## config.mk

```make
export PLATFORM = sky130hd
export DESIGN_NAME = chained_hash_table_top
export DESIGN_NICKNAME = d
export VERILOG_FILES = /design/src/sv/cht_pkg.sv /design/src/sv/chained_hash_table_top.sv /design/src/sv/cht_front.sv /design/src/sv/cht_queue.sv /design/src/sv/cht_back.sv
export SDC_FILE = /design/constraint.sdc
export NUM_CORES = 2
export LEC_CHECK = 0
export ABC_AREA = 1
export BUFFER_PORTS_ARGS = -buffer_cell sky130_fd_sc_hd__buf_4
export CORE_ASPECT_RATIO = 1.5
export CORE_MARGIN = 2
export CORE_UTILIZATION = 60
export DETAILED_ROUTE_END_ITERATION = 10
export PLACE_DENSITY = 0.76
export SLEW_MARGIN = 20
export SYNTH_ARGS = -nofsm -noshare
export SYNTH_HDL_FRONTEND = slang
export SYNTH_SLANG_ARGS = --single-unit
```

## constraint.sdc

```tcl
create_clock -name i_clk -period 6 [get_ports i_clk]
set_input_delay 1.2 -clock i_clk [delete_from_list [all_inputs] [get_ports i_clk]]
set_output_delay 1.2 -clock i_clk [all_outputs]
set_load 0.005 [all_outputs]
```

## src/sv/cht_pkg.sv

```systemverilog
// Shared types, codes and sizing constants for the chained hash table.
// Used by every module of the block; has no dependencies of its own.
package cht_pkg;

    // Default table geometry
    localparam int BUCKET_COUNT_DEF = 10;
    localparam int BUCKET_DEPTH_DEF = 8;

    // Fixed field widths
    localparam int KEY_W     = 31;
    localparam int OP_W      = 2;
    localparam int ST_W      = 2;
    localparam int IDX_OUT_W = 4;
    localparam int BKT_MAX_W = 6;   // enough for the largest bucket count

    // Hashing: key mod bucket count, a few key bits per cycle
    localparam int HASH_BITS  = 4;
    localparam int HASH_STEPS = (KEY_W + HASH_BITS - 1) / HASH_BITS;
    localparam int SH_W       = HASH_STEPS * HASH_BITS;

    // Depth of the queue between front and back
    localparam int QUEUE_DEPTH = 2;

    // Operation codes
    localparam logic [OP_W-1:0] OP_INSERT = 2'd0;
    localparam logic [OP_W-1:0] OP_SEARCH = 2'd1;
    localparam logic [OP_W-1:0] OP_REMOVE = 2'd2;

    // Status codes
    localparam logic [ST_W-1:0] ST_OK   = 2'd0;
    localparam logic [ST_W-1:0] ST_MISS = 2'd1;
    localparam logic [ST_W-1:0] ST_FULL = 2'd2;

    // One hashed request on its way from front to back
    typedef struct packed {
        logic [OP_W-1:0]      op;
        logic [KEY_W-1:0]     key;
        logic [BKT_MAX_W-1:0] bkt;
    } t_job;

endpackage

```

## src/sv/chained_hash_table_top.sv

```systemverilog
// Chained hash table: each item inserts, searches or removes a 31-bit key in
// bucket (key mod BUCKET_COUNT) and gives one result item with a status and
// the bucket index. The front end takes no new item until it has hashed the
// last one in HASH_STEPS steps (eight steps of four key bits each) and passed
// it through a two-entry queue to the back end, which works on one item at a
// time: insert reads the fill count and writes the entry, search and remove
// scan the bucket one entry a cycle through the entry memory's read and write
// ports. Items overlap across the queue, so the sustained rate is set by the
// slower of the two. A full queue or a stalled result item holds the front
// end. No clearing pass runs after reset; the block is ready at once. Depends
// on cht_pkg, cht_front, cht_queue and cht_back.
module chained_hash_table_top #(
    parameter int BUCKET_COUNT = cht_pkg::BUCKET_COUNT_DEF,
    parameter int BUCKET_DEPTH = cht_pkg::BUCKET_DEPTH_DEF
) (
    input  logic                          i_clk,
    input  logic                          i_rst_n,
    input  logic                          i_in_valid,
    output logic                          o_in_stall,
    input  logic [cht_pkg::OP_W-1:0]      i_op,
    input  logic [cht_pkg::KEY_W-1:0]     i_key,
    output logic                          o_out_valid,
    input  logic                          i_out_stall,
    output logic [cht_pkg::ST_W-1:0]      o_status,
    output logic [cht_pkg::IDX_OUT_W-1:0] o_bucket_index
);

    logic          push, full, pop, q_valid;
    cht_pkg::t_job push_job, head_job;

    cht_front #(
        .BUCKET_COUNT (BUCKET_COUNT)
    ) u_front (
        .i_clk      (i_clk),
        .i_rst_n    (i_rst_n),
        .i_in_valid (i_in_valid),
        .o_in_stall (o_in_stall),
        .i_op       (i_op),
        .i_key      (i_key),
        .o_push     (push),
        .o_job      (push_job),
        .i_full     (full)
    );

    cht_queue u_queue (
        .i_clk   (i_clk),
        .i_rst_n (i_rst_n),
        .i_push  (push),
        .i_job   (push_job),
        .o_full  (full),
        .i_pop   (pop),
        .o_valid (q_valid),
        .o_job   (head_job)
    );

    cht_back #(
        .BUCKET_COUNT (BUCKET_COUNT),
        .BUCKET_DEPTH (BUCKET_DEPTH)
    ) u_back (
        .i_clk          (i_clk),
        .i_rst_n        (i_rst_n),
        .i_q_valid      (q_valid),
        .i_job          (head_job),
        .o_pop          (pop),
        .o_out_valid    (o_out_valid),
        .i_out_stall    (i_out_stall),
        .o_status       (o_status),
        .o_bucket_index (o_bucket_index)
    );

endmodule

```

## src/sv/cht_front.sv

```systemverilog
// Front end: accepts input items and hashes each key to its bucket.
// Depends on cht_pkg; feeds cht_queue.
module cht_front #(
    parameter int BUCKET_COUNT = cht_pkg::BUCKET_COUNT_DEF
) (
    input  logic                      i_clk,
    input  logic                      i_rst_n,
    input  logic                      i_in_valid,
    output logic                      o_in_stall,
    input  logic [cht_pkg::OP_W-1:0]  i_op,
    input  logic [cht_pkg::KEY_W-1:0] i_key,
    output logic                      o_push,
    output cht_pkg::t_job             o_job,
    input  logic                      i_full
);

    localparam int BW  = $clog2(BUCKET_COUNT);
    localparam int CW  = $clog2(cht_pkg::HASH_STEPS + 1);

    logic                      r_busy;
    logic [CW-1:0]             r_cnt;
    logic [cht_pkg::SH_W-1:0]  r_sh;
    logic [BW-1:0]             r_rem;
    logic [cht_pkg::OP_W-1:0]  r_op;
    logic [cht_pkg::KEY_W-1:0] r_key;
    logic [BW-1:0]             n_rem;
    logic                      hash_done;

    // Fold the next key bits into the running remainder
    always_comb begin
        logic [BW:0]   t;
        logic [BW-1:0] rem;
        rem = r_rem;
        for (int k = 0; k < cht_pkg::HASH_BITS; k++) begin
            t = {rem, r_sh[cht_pkg::SH_W-1-k]};
            if (t >= (BW+1)'(BUCKET_COUNT)) begin
                t = t - (BW+1)'(BUCKET_COUNT);
            end
            rem = t[BW-1:0];
        end
        n_rem = rem;
    end

    assign hash_done  = (r_cnt == CW'(cht_pkg::HASH_STEPS));
    assign o_in_stall = r_busy;
    assign o_push     = r_busy && hash_done && !i_full;

    assign o_job.op  = r_op;
    assign o_job.key = r_key;
    assign o_job.bkt = cht_pkg::BKT_MAX_W'(r_rem);

    // Control: take an item, hash it, hand it on
    always_ff @(posedge i_clk) begin
        if (!i_rst_n) begin
            r_busy <= 1'b0;
            r_cnt  <= '0;
        end else if (!r_busy) begin
            if (i_in_valid) begin
                r_busy <= 1'b1;
                r_cnt  <= '0;
            end
        end else if (!hash_done) begin
            r_cnt <= r_cnt + CW'(1);
        end else if (!i_full) begin
            r_busy <= 1'b0;
        end
    end

    // Payload: load the key, shift it through the hash
    always_ff @(posedge i_clk) begin
        if (!r_busy) begin
            if (i_in_valid) begin
                r_op  <= i_op;
                r_key <= i_key;
                r_sh  <= cht_pkg::SH_W'(i_key);
                r_rem <= '0;
            end
        end else if (!hash_done) begin
            r_rem <= n_rem;
            r_sh  <= r_sh << cht_pkg::HASH_BITS;
        end
    end

endmodule

```

## src/sv/cht_queue.sv

```systemverilog
// Short queue of hashed items between the front end and the back end.
// Depends on cht_pkg for the item type and depth.
module cht_queue (
    input  logic          i_clk,
    input  logic          i_rst_n,
    input  logic          i_push,
    input  cht_pkg::t_job i_job,
    output logic          o_full,
    input  logic          i_pop,
    output logic          o_valid,
    output cht_pkg::t_job o_job
);

    localparam int QW = $clog2(cht_pkg::QUEUE_DEPTH);

    cht_pkg::t_job r_mem [cht_pkg::QUEUE_DEPTH];
    logic [QW-1:0] r_wptr;
    logic [QW-1:0] r_rptr;
    logic [QW:0]   r_cnt;

    assign o_full  = (r_cnt == (QW+1)'(cht_pkg::QUEUE_DEPTH));
    assign o_valid = (r_cnt != '0);
    assign o_job   = r_mem[r_rptr];

    // Advance pointers and count
    always_ff @(posedge i_clk) begin
        if (!i_rst_n) begin
            r_wptr <= '0;
            r_rptr <= '0;
            r_cnt  <= '0;
        end else begin
            if (i_push) begin
                r_wptr <= (r_wptr == QW'(cht_pkg::QUEUE_DEPTH - 1)) ? '0 : r_wptr + QW'(1);
            end
            if (i_pop) begin
                r_rptr <= (r_rptr == QW'(cht_pkg::QUEUE_DEPTH - 1)) ? '0 : r_rptr + QW'(1);
            end
            if (i_push && !i_pop) begin
                r_cnt <= r_cnt + (QW+1)'(1);
            end else if (!i_push && i_pop) begin
                r_cnt <= r_cnt - (QW+1)'(1);
            end
        end
    end

    // Store pushed items
    always_ff @(posedge i_clk) begin
        if (i_push) begin
            r_mem[r_wptr] <= i_job;
        end
    end

endmodule

```

## src/sv/cht_back.sv

```systemverilog
// Back end: runs insert, search and remove against the bucket memories
// and holds the result item. Depends on cht_pkg; fed by cht_queue.
module cht_back #(
    parameter int BUCKET_COUNT = cht_pkg::BUCKET_COUNT_DEF,
    parameter int BUCKET_DEPTH = cht_pkg::BUCKET_DEPTH_DEF
) (
    input  logic                          i_clk,
    input  logic                          i_rst_n,
    input  logic                          i_q_valid,
    input  cht_pkg::t_job                 i_job,
    output logic                          o_pop,
    output logic                          o_out_valid,
    input  logic                          i_out_stall,
    output logic [cht_pkg::ST_W-1:0]      o_status,
    output logic [cht_pkg::IDX_OUT_W-1:0] o_bucket_index
);

    localparam int BW = $clog2(BUCKET_COUNT);
    localparam int FW = $clog2(BUCKET_DEPTH + 1);
    localparam int AW = $clog2(BUCKET_COUNT * BUCKET_DEPTH);
    localparam int XW = BW + cht_pkg::IDX_OUT_W;

    localparam logic [2:0] S_IDLE  = 3'd0;
    localparam logic [2:0] S_FILL  = 3'd1;
    localparam logic [2:0] S_SCAN  = 3'd2;
    localparam logic [2:0] S_SHIFT = 3'd3;
    localparam logic [2:0] S_DONE  = 3'd4;

    // Memories: bucket entries and per-bucket fill counts
    logic [cht_pkg::KEY_W-1:0] r_ent_mem [BUCKET_COUNT * BUCKET_DEPTH];
    logic [FW-1:0]             r_fill_mem [BUCKET_COUNT];
    logic [BUCKET_COUNT-1:0]   r_fill_vld;
    logic [cht_pkg::KEY_W-1:0] r_ent_rd;
    logic [FW-1:0]             r_fill_rd;

    // Sequencer state
    logic [2:0]                       r_state, n_state;
    logic [cht_pkg::OP_W-1:0]         r_op, n_op;
    logic [cht_pkg::KEY_W-1:0]        r_key, n_key;
    logic [BW-1:0]                    r_bkt, n_bkt;
    logic [AW-1:0]                    r_base, n_base;
    logic                             r_fvld, n_fvld;
    logic [FW-1:0]                    r_n, n_n;
    logic [FW-1:0]                    r_idx, n_idx;
    logic [cht_pkg::ST_W-1:0]         r_res, n_res;
    logic                             r_out_valid, n_out_valid;
    logic [cht_pkg::ST_W-1:0]         r_status, n_status;
    logic [cht_pkg::IDX_OUT_W-1:0]    r_obkt, n_obkt;

    // Memory port controls
    logic                      ent_we, ent_re, fill_we, fill_re;
    logic [AW-1:0]             ent_waddr, ent_raddr;
    logic [cht_pkg::KEY_W-1:0] ent_wdata;
    logic [FW-1:0]             fill_wdata;
    logic [BW-1:0]             fill_raddr;

    logic [FW-1:0]   fill_n;
    logic [FW:0]     idx_p1, idx_p2, n_ext;
    logic [XW-1:0]   bkt_ext;

    assign fill_n  = r_fvld ? r_fill_rd : '0;
    assign idx_p1  = (FW+1)'(r_idx) + (FW+1)'(1);
    assign idx_p2  = (FW+1)'(r_idx) + (FW+1)'(2);
    assign n_ext   = (FW+1)'(r_n);
    assign bkt_ext = XW'(r_bkt);

    assign o_pop          = (r_state == S_IDLE) && i_q_valid;
    assign o_out_valid    = r_out_valid;
    assign o_status       = r_status;
    assign o_bucket_index = r_obkt;

    // Sequence one operation over the bucket
    always_comb begin
        n_state     = r_state;
        n_op        = r_op;
        n_key       = r_key;
        n_bkt       = r_bkt;
        n_base      = r_base;
        n_fvld      = r_fvld;
        n_n         = r_n;
        n_idx       = r_idx;
        n_res       = r_res;
        n_out_valid = r_out_valid && i_out_stall;
        n_status    = r_status;
        n_obkt      = r_obkt;
        ent_we      = 1'b0;
        ent_re      = 1'b0;
        ent_waddr   = r_base + AW'(r_idx);
        ent_raddr   = r_base + AW'(idx_p1);
        ent_wdata   = r_ent_rd;
        fill_we     = 1'b0;
        fill_re     = 1'b0;
        fill_raddr  = i_job.bkt[BW-1:0];
        fill_wdata  = r_n - FW'(1);

        unique case (r_state)
            S_IDLE: begin
                if (i_q_valid) begin
                    fill_re = 1'b1;
                    n_op    = i_job.op;
                    n_key   = i_job.key;
                    n_bkt   = i_job.bkt[BW-1:0];
                    n_fvld  = r_fill_vld[i_job.bkt[BW-1:0]];
                    n_base  = AW'(i_job.bkt[BW-1:0]) * AW'(BUCKET_DEPTH);
                    n_state = S_FILL;
                end
            end
            S_FILL: begin
                n_n   = fill_n;
                n_idx = '0;
                n_res = cht_pkg::ST_MISS;
                priority if (r_op == cht_pkg::OP_INSERT) begin
                    if (fill_n >= FW'(BUCKET_DEPTH)) begin
                        n_res = cht_pkg::ST_FULL;
                    end else begin
                        ent_we     = 1'b1;
                        ent_waddr  = r_base + AW'(fill_n);
                        ent_wdata  = r_key;
                        fill_we    = 1'b1;
                        fill_wdata = fill_n + FW'(1);
                        n_res      = cht_pkg::ST_OK;
                    end
                    n_state = S_DONE;
                end else if ((r_op == cht_pkg::OP_SEARCH || r_op == cht_pkg::OP_REMOVE)
                             && fill_n != '0) begin
                    ent_re    = 1'b1;
                    ent_raddr = r_base;
                    n_state   = S_SCAN;
                end else begin
                    n_state = S_DONE;
                end
            end
            S_SCAN: begin
                // Compare the entry read last cycle, fetch the next one
                if (r_ent_rd == r_key) begin
                    n_res = cht_pkg::ST_OK;
                    if (r_op == cht_pkg::OP_REMOVE) begin
                        fill_we = 1'b1;
                        if (idx_p1 < n_ext) begin
                            ent_re  = 1'b1;
                            n_state = S_SHIFT;
                        end else begin
                            n_state = S_DONE;
                        end
                    end else begin
                        n_state = S_DONE;
                    end
                end else if (idx_p1 < n_ext) begin
                    ent_re  = 1'b1;
                    n_idx   = FW'(idx_p1);
                end else begin
                    n_state = S_DONE;
                end
            end
            S_SHIFT: begin
                // Move the later entry down one place
                ent_we = 1'b1;
                n_idx  = FW'(idx_p1);
                if (idx_p2 < n_ext) begin
                    ent_re    = 1'b1;
                    ent_raddr = r_base + AW'(idx_p2);
                end else begin
                    n_state = S_DONE;
                end
            end
            S_DONE: begin
                if (!r_out_valid || !i_out_stall) begin
                    n_out_valid = 1'b1;
                    n_status    = r_res;
                    n_obkt      = bkt_ext[cht_pkg::IDX_OUT_W-1:0];
                    n_state     = S_IDLE;
                end
            end
            default: begin
                n_state = S_IDLE;
            end
        endcase
    end

    // Control registers and fill valid bits
    always_ff @(posedge i_clk) begin
        if (!i_rst_n) begin
            r_state     <= S_IDLE;
            r_out_valid <= 1'b0;
            r_fill_vld  <= '0;
        end else begin
            r_state     <= n_state;
            r_out_valid <= n_out_valid;
            if (fill_we) begin
                r_fill_vld[r_bkt] <= 1'b1;
            end
        end
    end

    // Payload registers
    always_ff @(posedge i_clk) begin
        r_op     <= n_op;
        r_key    <= n_key;
        r_bkt    <= n_bkt;
        r_base   <= n_base;
        r_fvld   <= n_fvld;
        r_n      <= n_n;
        r_idx    <= n_idx;
        r_res    <= n_res;
        r_status <= n_status;
        r_obkt   <= n_obkt;
    end

    // Entry memory: one write, one registered read
    always_ff @(posedge i_clk) begin
        if (ent_we) begin
            r_ent_mem[ent_waddr] <= ent_wdata;
        end
        if (ent_re) begin
            r_ent_rd <= r_ent_mem[ent_raddr];
        end
    end

    // Fill count memory: one write, one registered read
    always_ff @(posedge i_clk) begin
        if (fill_we) begin
            r_fill_mem[r_bkt] <= fill_wdata;
        end
        if (fill_re) begin
            r_fill_rd <= r_fill_mem[fill_raddr];
        end
    end

endmodule

```

==> metrics.log <==
[metrics] cells resized by post-CTS repair: 0
[metrics] Fmax: 180 MHz
[metrics] Remaining Overflow, GRT: 0
[metrics] number of cells in the finished layout apart from fillers: 11700
[metrics] flip-flop cell with the highest count after synthesis: sky130_fd_sc_hd__edfxtp_1
[metrics] outcome: completed
[metrics] required time of the critical path: 6.55 ns
[metrics] Final Hold Viols: 0
[metrics] Synthesized Nets: 9168
[metrics] design internal power: 40.5 mW
[metrics] total buffers and inverters traversed by the critical path: 5
[metrics] final setup slack of the worst path: 0.430 ns
[metrics] GR Util All Layers: 34.7%
[metrics] hold bufs inserted after CTS: 0
[metrics] Yosys top cell by area: sky130_fd_sc_hd__edfxtp_1
[metrics] RSZ-0062 raised after global routing: no
[metrics] global-route track usage on met1: 42.4%
[metrics] maximum VDD drop: 0.614 mV
[metrics] DRC violation count after routing: 0
[metrics] most frequently used cell type in the post-synthesis netlist: sky130_fd_sc_hd__edfxtp_1
[metrics] Synth area leaders: sky130_fd_sc_hd__edfxtp_1, sky130_fd_sc_hd__nand3_1, sky130_fd_sc_hd__nand2_1, sky130_fd_sc_hd__buf_2, sky130_fd_sc_hd__nor2_1
[metrics] post-detailed-placement half-perimeter wirelength: 190000 µm
[metrics] total number of vias: 77500
[metrics] type of the tightest min-delay check: reg2reg
[metrics] Sw Ratio: 45.9%
[metrics] combined area of the multi-input logic cells: 26600 µm²
[metrics] minimum clock period: 5.57 ns
[metrics] PwrDens: 607 nW/µm²
[metrics] number of placed instances, taps included: 11200
[metrics] Synth Area per Inst: 12.3 µm²
[metrics] antenna violation net count after detailed routing: 0
[metrics] number of violations of the max-capacitance limit: 0
[metrics] Seq/Total Area, Yosys: 74.1%
[metrics] source-to-sink clock delay at the later pin of the worst-skew pair: 0.91 ns
[metrics] startpoint class of the critical path: register
[metrics] Total Routed Length: 334000 µm
[metrics] final worst path period share: 92.8%
[metrics] clock tree from TritonCTS: done
[metrics] Filler Cells Inserted: 12800
[metrics] transition time at the pin with the least slew margin: 1.26 ns
[metrics] clock power share: 20.0%
[metrics] skew final: 0.0553 ns
[metrics] Most common cell on crit path: sky130_fd_sc_hd__inv_1
[metrics] Final Wtd Congestion: 0.951
[metrics] total setup buffers inserted after CTS: 0
[metrics] violation count after the first detailed-routing iteration: 12900
[metrics] initial antenna violation count: 22
[metrics] CP top delay family: simple AND/OR/NAND/NOR gates
[metrics] synth cell count leaders: sky130_fd_sc_hd__edfxtp_1, sky130_fd_sc_hd__nand3_1, sky130_fd_sc_hd__nand2_1
[metrics] number of nets in the layout: 9091
[metrics] width of the die: 357 µm
[metrics] Num Clock Sinks: 2776
[metrics] via count of the first global-routing pass: 75100
[metrics] Mapped Cells: 9101
[metrics] kind of critical path: reg2reg
[metrics] P_leak: 42.5 nW
[metrics] power share of the sequential group: 32.8%
[metrics] storage element area: 83100 µm²
[metrics] pin count of the biggest net entering global routing: 201
[metrics] vias per std cell: 6.65
[metrics] placed cell area: 116000 µm²
[metrics] Netlist cell types: 47
[metrics] Most Used Layer, Global Route: met2
[metrics] critical path's slowest cell: sky130_fd_sc_hd__nor2_4
[metrics] met3 global-route usage: 8.15%
[metrics] post-synthesis cell area: 112000 µm²
[metrics] area of the core: 186000 µm²
[metrics] relative slew slack: 15.5%
[metrics] TritonCTS Buffers: 237
[metrics] initial cell density of the core: 60.3%
[metrics] crit path capture type: register
[metrics] part of the power in combinational logic: 47.2%
[metrics] area enclosed by the die boundary: 190000 µm²
[metrics] post-synthesis to final-layout area growth: 10.1%
[metrics] Yosys top cell area share: 73.7%
[metrics] fraction of final layout cells with drive strength greater than 1: 8.26%
[metrics] Vert. Die Dim: 533 µm
[metrics] number of flops mapped to enable cells by yosys: 2752
[metrics] Post-Route Setup TNS: 0 ns
[metrics] global routing usage on met2: 54.0%
[metrics] number of primary I/O pins: 45
[metrics] Max Buffers Root-to-Sink: 4
[metrics] flops & latches, synth: 2776
[metrics] net load switching power: 34.4 mW
[metrics] Synth async-reset ratio: 0%
[metrics] DP Worst Slack: 0.778 ns
[metrics] crit-path cells: inv_1 -> ha_1 -> inv_1 -> nor2_1 -> nand2_1 -> buf_4 -> o21ai_0 -> inv_1 -> nor2_1 -> nand2_1 -> nor2_4 -> buf_4
[metrics] site row count: 194
[metrics] CP peak stage delay: 0.91 ns
[metrics] number of synthesis warnings: 0
[metrics] cell at the root of the clock tree: sky130_fd_sc_hd__clkbuf_16
[metrics] total count of max-transition violations in the final report: 0
[metrics] CTS clk-pin slew, worst paths: 0.06 ns
[metrics] worst-path maximum fanout: 40
[metrics] Routed WL per cell: 28.7 µm
[metrics] worst path arrival time: 6.12 ns
[metrics] Post-Layout Inst Area: 123000 µm²
[metrics] global-route wire length before repair: 485000 µm
[metrics] number of endpoints failing setup at the final stage: 0
[metrics] Detailed Routing Iterations Pass 1: 10
[metrics] count of input and output buffers: 44
[metrics] total power of the final layout: 74.9 mW
[metrics] H-tree lvl count: 4
## worst reg2reg max path: cells and delay by family, from the launching register on
kind                       cells  cell delay, ns
and+or+nand+nor                5            2.78
buffers and inverters          5            1.08
DFF                            1            0.37
adders and majority gates      1            0.19
AOI/OAI and AO/OA              1            0.83
## cells by family (layout without fill, tap and decap cells)
kind of cell / after synthesis / after routing / synth area share, %
compound gates: 497 / 497 / 2.46
fa+ha+maj: 30 / 30 / 0.348
simple gates: 5023 / 5023 / 19.8
xor+xnor: 41 / 41 / 0.320
buf+inv: 731 / 839 / 2.92
other cells: 0 / 7 / 0
flops: 2776 / 2776 / 74.1
mux: 3 / 3 / 0.0268
## per-stage QoR
step	hold WS, ns	utilization, %
after floorplan	0.400	-
after global placement	0.423	62.3
after detailed placement	0.431	62.4
after CTS	0.439	66.3
after global routing	0.443	66.4
final	0.446	66.4
## worst paths after layout
path | startpoint | endpoint | slack [ns] | cells after the start
worst min register to register | u_front.r_key[10] | u_queue.r_mem[1][14] | 0.45 | 0
worst max register to register | u_back.r_op[0] | u_back.r_ent_mem[6][5] | 0.43 | 12
worst max-delay path | u_back.r_op[0] | u_back.r_ent_mem[6][5] | 0.43 | 12
worst min-delay path | u_front.r_key[10] | u_queue.r_mem[1][14] | 0.45 | 0
## power groups by stage
stage          Combinational [mW]  Sequential, mW  Clock (mW)
3_5_place_dp                 33.2            25.0           0
4_1_cts                      33.5            24.5        15.0
3_3_place_gp                 32.5            24.9           0
6_report                     35.3            24.6        15.0
5_1_grt                      36.5            24.6        15.6
2_1_floorplan                18.8            25.0           0
## registers in the layout, indices dropped and copies added (netlist names), 3 cells and up, named ones only
signal                 count
u_back.r_fill_rd           4
u_back.r_state             3
u_front.r_key             31
u_back.r_fill_mem         40
u_back.r_idx               4
u_back.r_key              31
u_back.r_fill_vld         10
u_front.r_rem              4
u_back.o_bucket_index      4
u_front.r_sh              32
u_queue.r_mem             74
u_back.r_bkt               4
u_front.r_cnt              4
u_back.r_ent_rd           31
u_back.r_n                 4
u_back.r_ent_mem        2480
## per-layer routing
metal | up-vias | share of wire [%]
met5 | - | 0.052
met4 | 26 | 8.8
met3 | 1256 | 13
met2 | 6116 | 46
met1 | 37300 | 31
li1 | 32800 | -
## area by class of cell
class	count	share of cell area, %
sequential	2776	67.3
multi-input combinational	5594	21.5
clock buffer	293	5.05
tap	2450	2.48
timing repair buffer	304	2.30
clock inverter	131	0.915
inverter	111	0.361
antenna	7	0.0142
## layout by cell type, fill, tap and decap left out, types with 4 or more instances in the layout
master and instances:
sky130_fd_sc_hd__o21ai_1 25, sky130_fd_sc_hd__dfxtp_1 24, sky130_fd_sc_hd__clkinvlp_4 7, sky130_fd_sc_hd__nand4_1 8, sky130_fd_sc_hd__nor3_1 4, sky130_fd_sc_hd__buf_4 260, sky130_fd_sc_hd__buf_12 41, sky130_fd_sc_hd__nand2_4 9
sky130_fd_sc_hd__nand3_1 2561, sky130_fd_sc_hd__clkbuf_1 51, sky130_fd_sc_hd__clkinv_2 33, sky130_fd_sc_hd__o22ai_1 113, sky130_fd_sc_hd__nand2_1 1964, sky130_fd_sc_hd__ha_1 28, sky130_fd_sc_hd__inv_2 5, sky130_fd_sc_hd__xnor2_1 25
sky130_fd_sc_hd__nor4_1 4, sky130_fd_sc_hd__o221ai_1 14, sky130_fd_sc_hd__edfxtp_1 2752, sky130_fd_sc_hd__bufinv_16 20, sky130_fd_sc_hd__o21ai_0 297, sky130_fd_sc_hd__inv_1 99, sky130_fd_sc_hd__clkbuf_16 241, sky130_fd_sc_hd__nor2_1 346
sky130_fd_sc_hd__diode_2 7, sky130_fd_sc_hd__a21oi_1 22, sky130_fd_sc_hd__xor2_1 16, sky130_fd_sc_hd__o211ai_1 9, sky130_fd_sc_hd__inv_6 4, sky130_fd_sc_hd__nor2_4 83, sky130_fd_sc_hd__nand2_2 22, sky130_fd_sc_hd__clkinv_1 67
sky130_fd_sc_hd__or2_2 11
(Power assumes the default switching activity.)
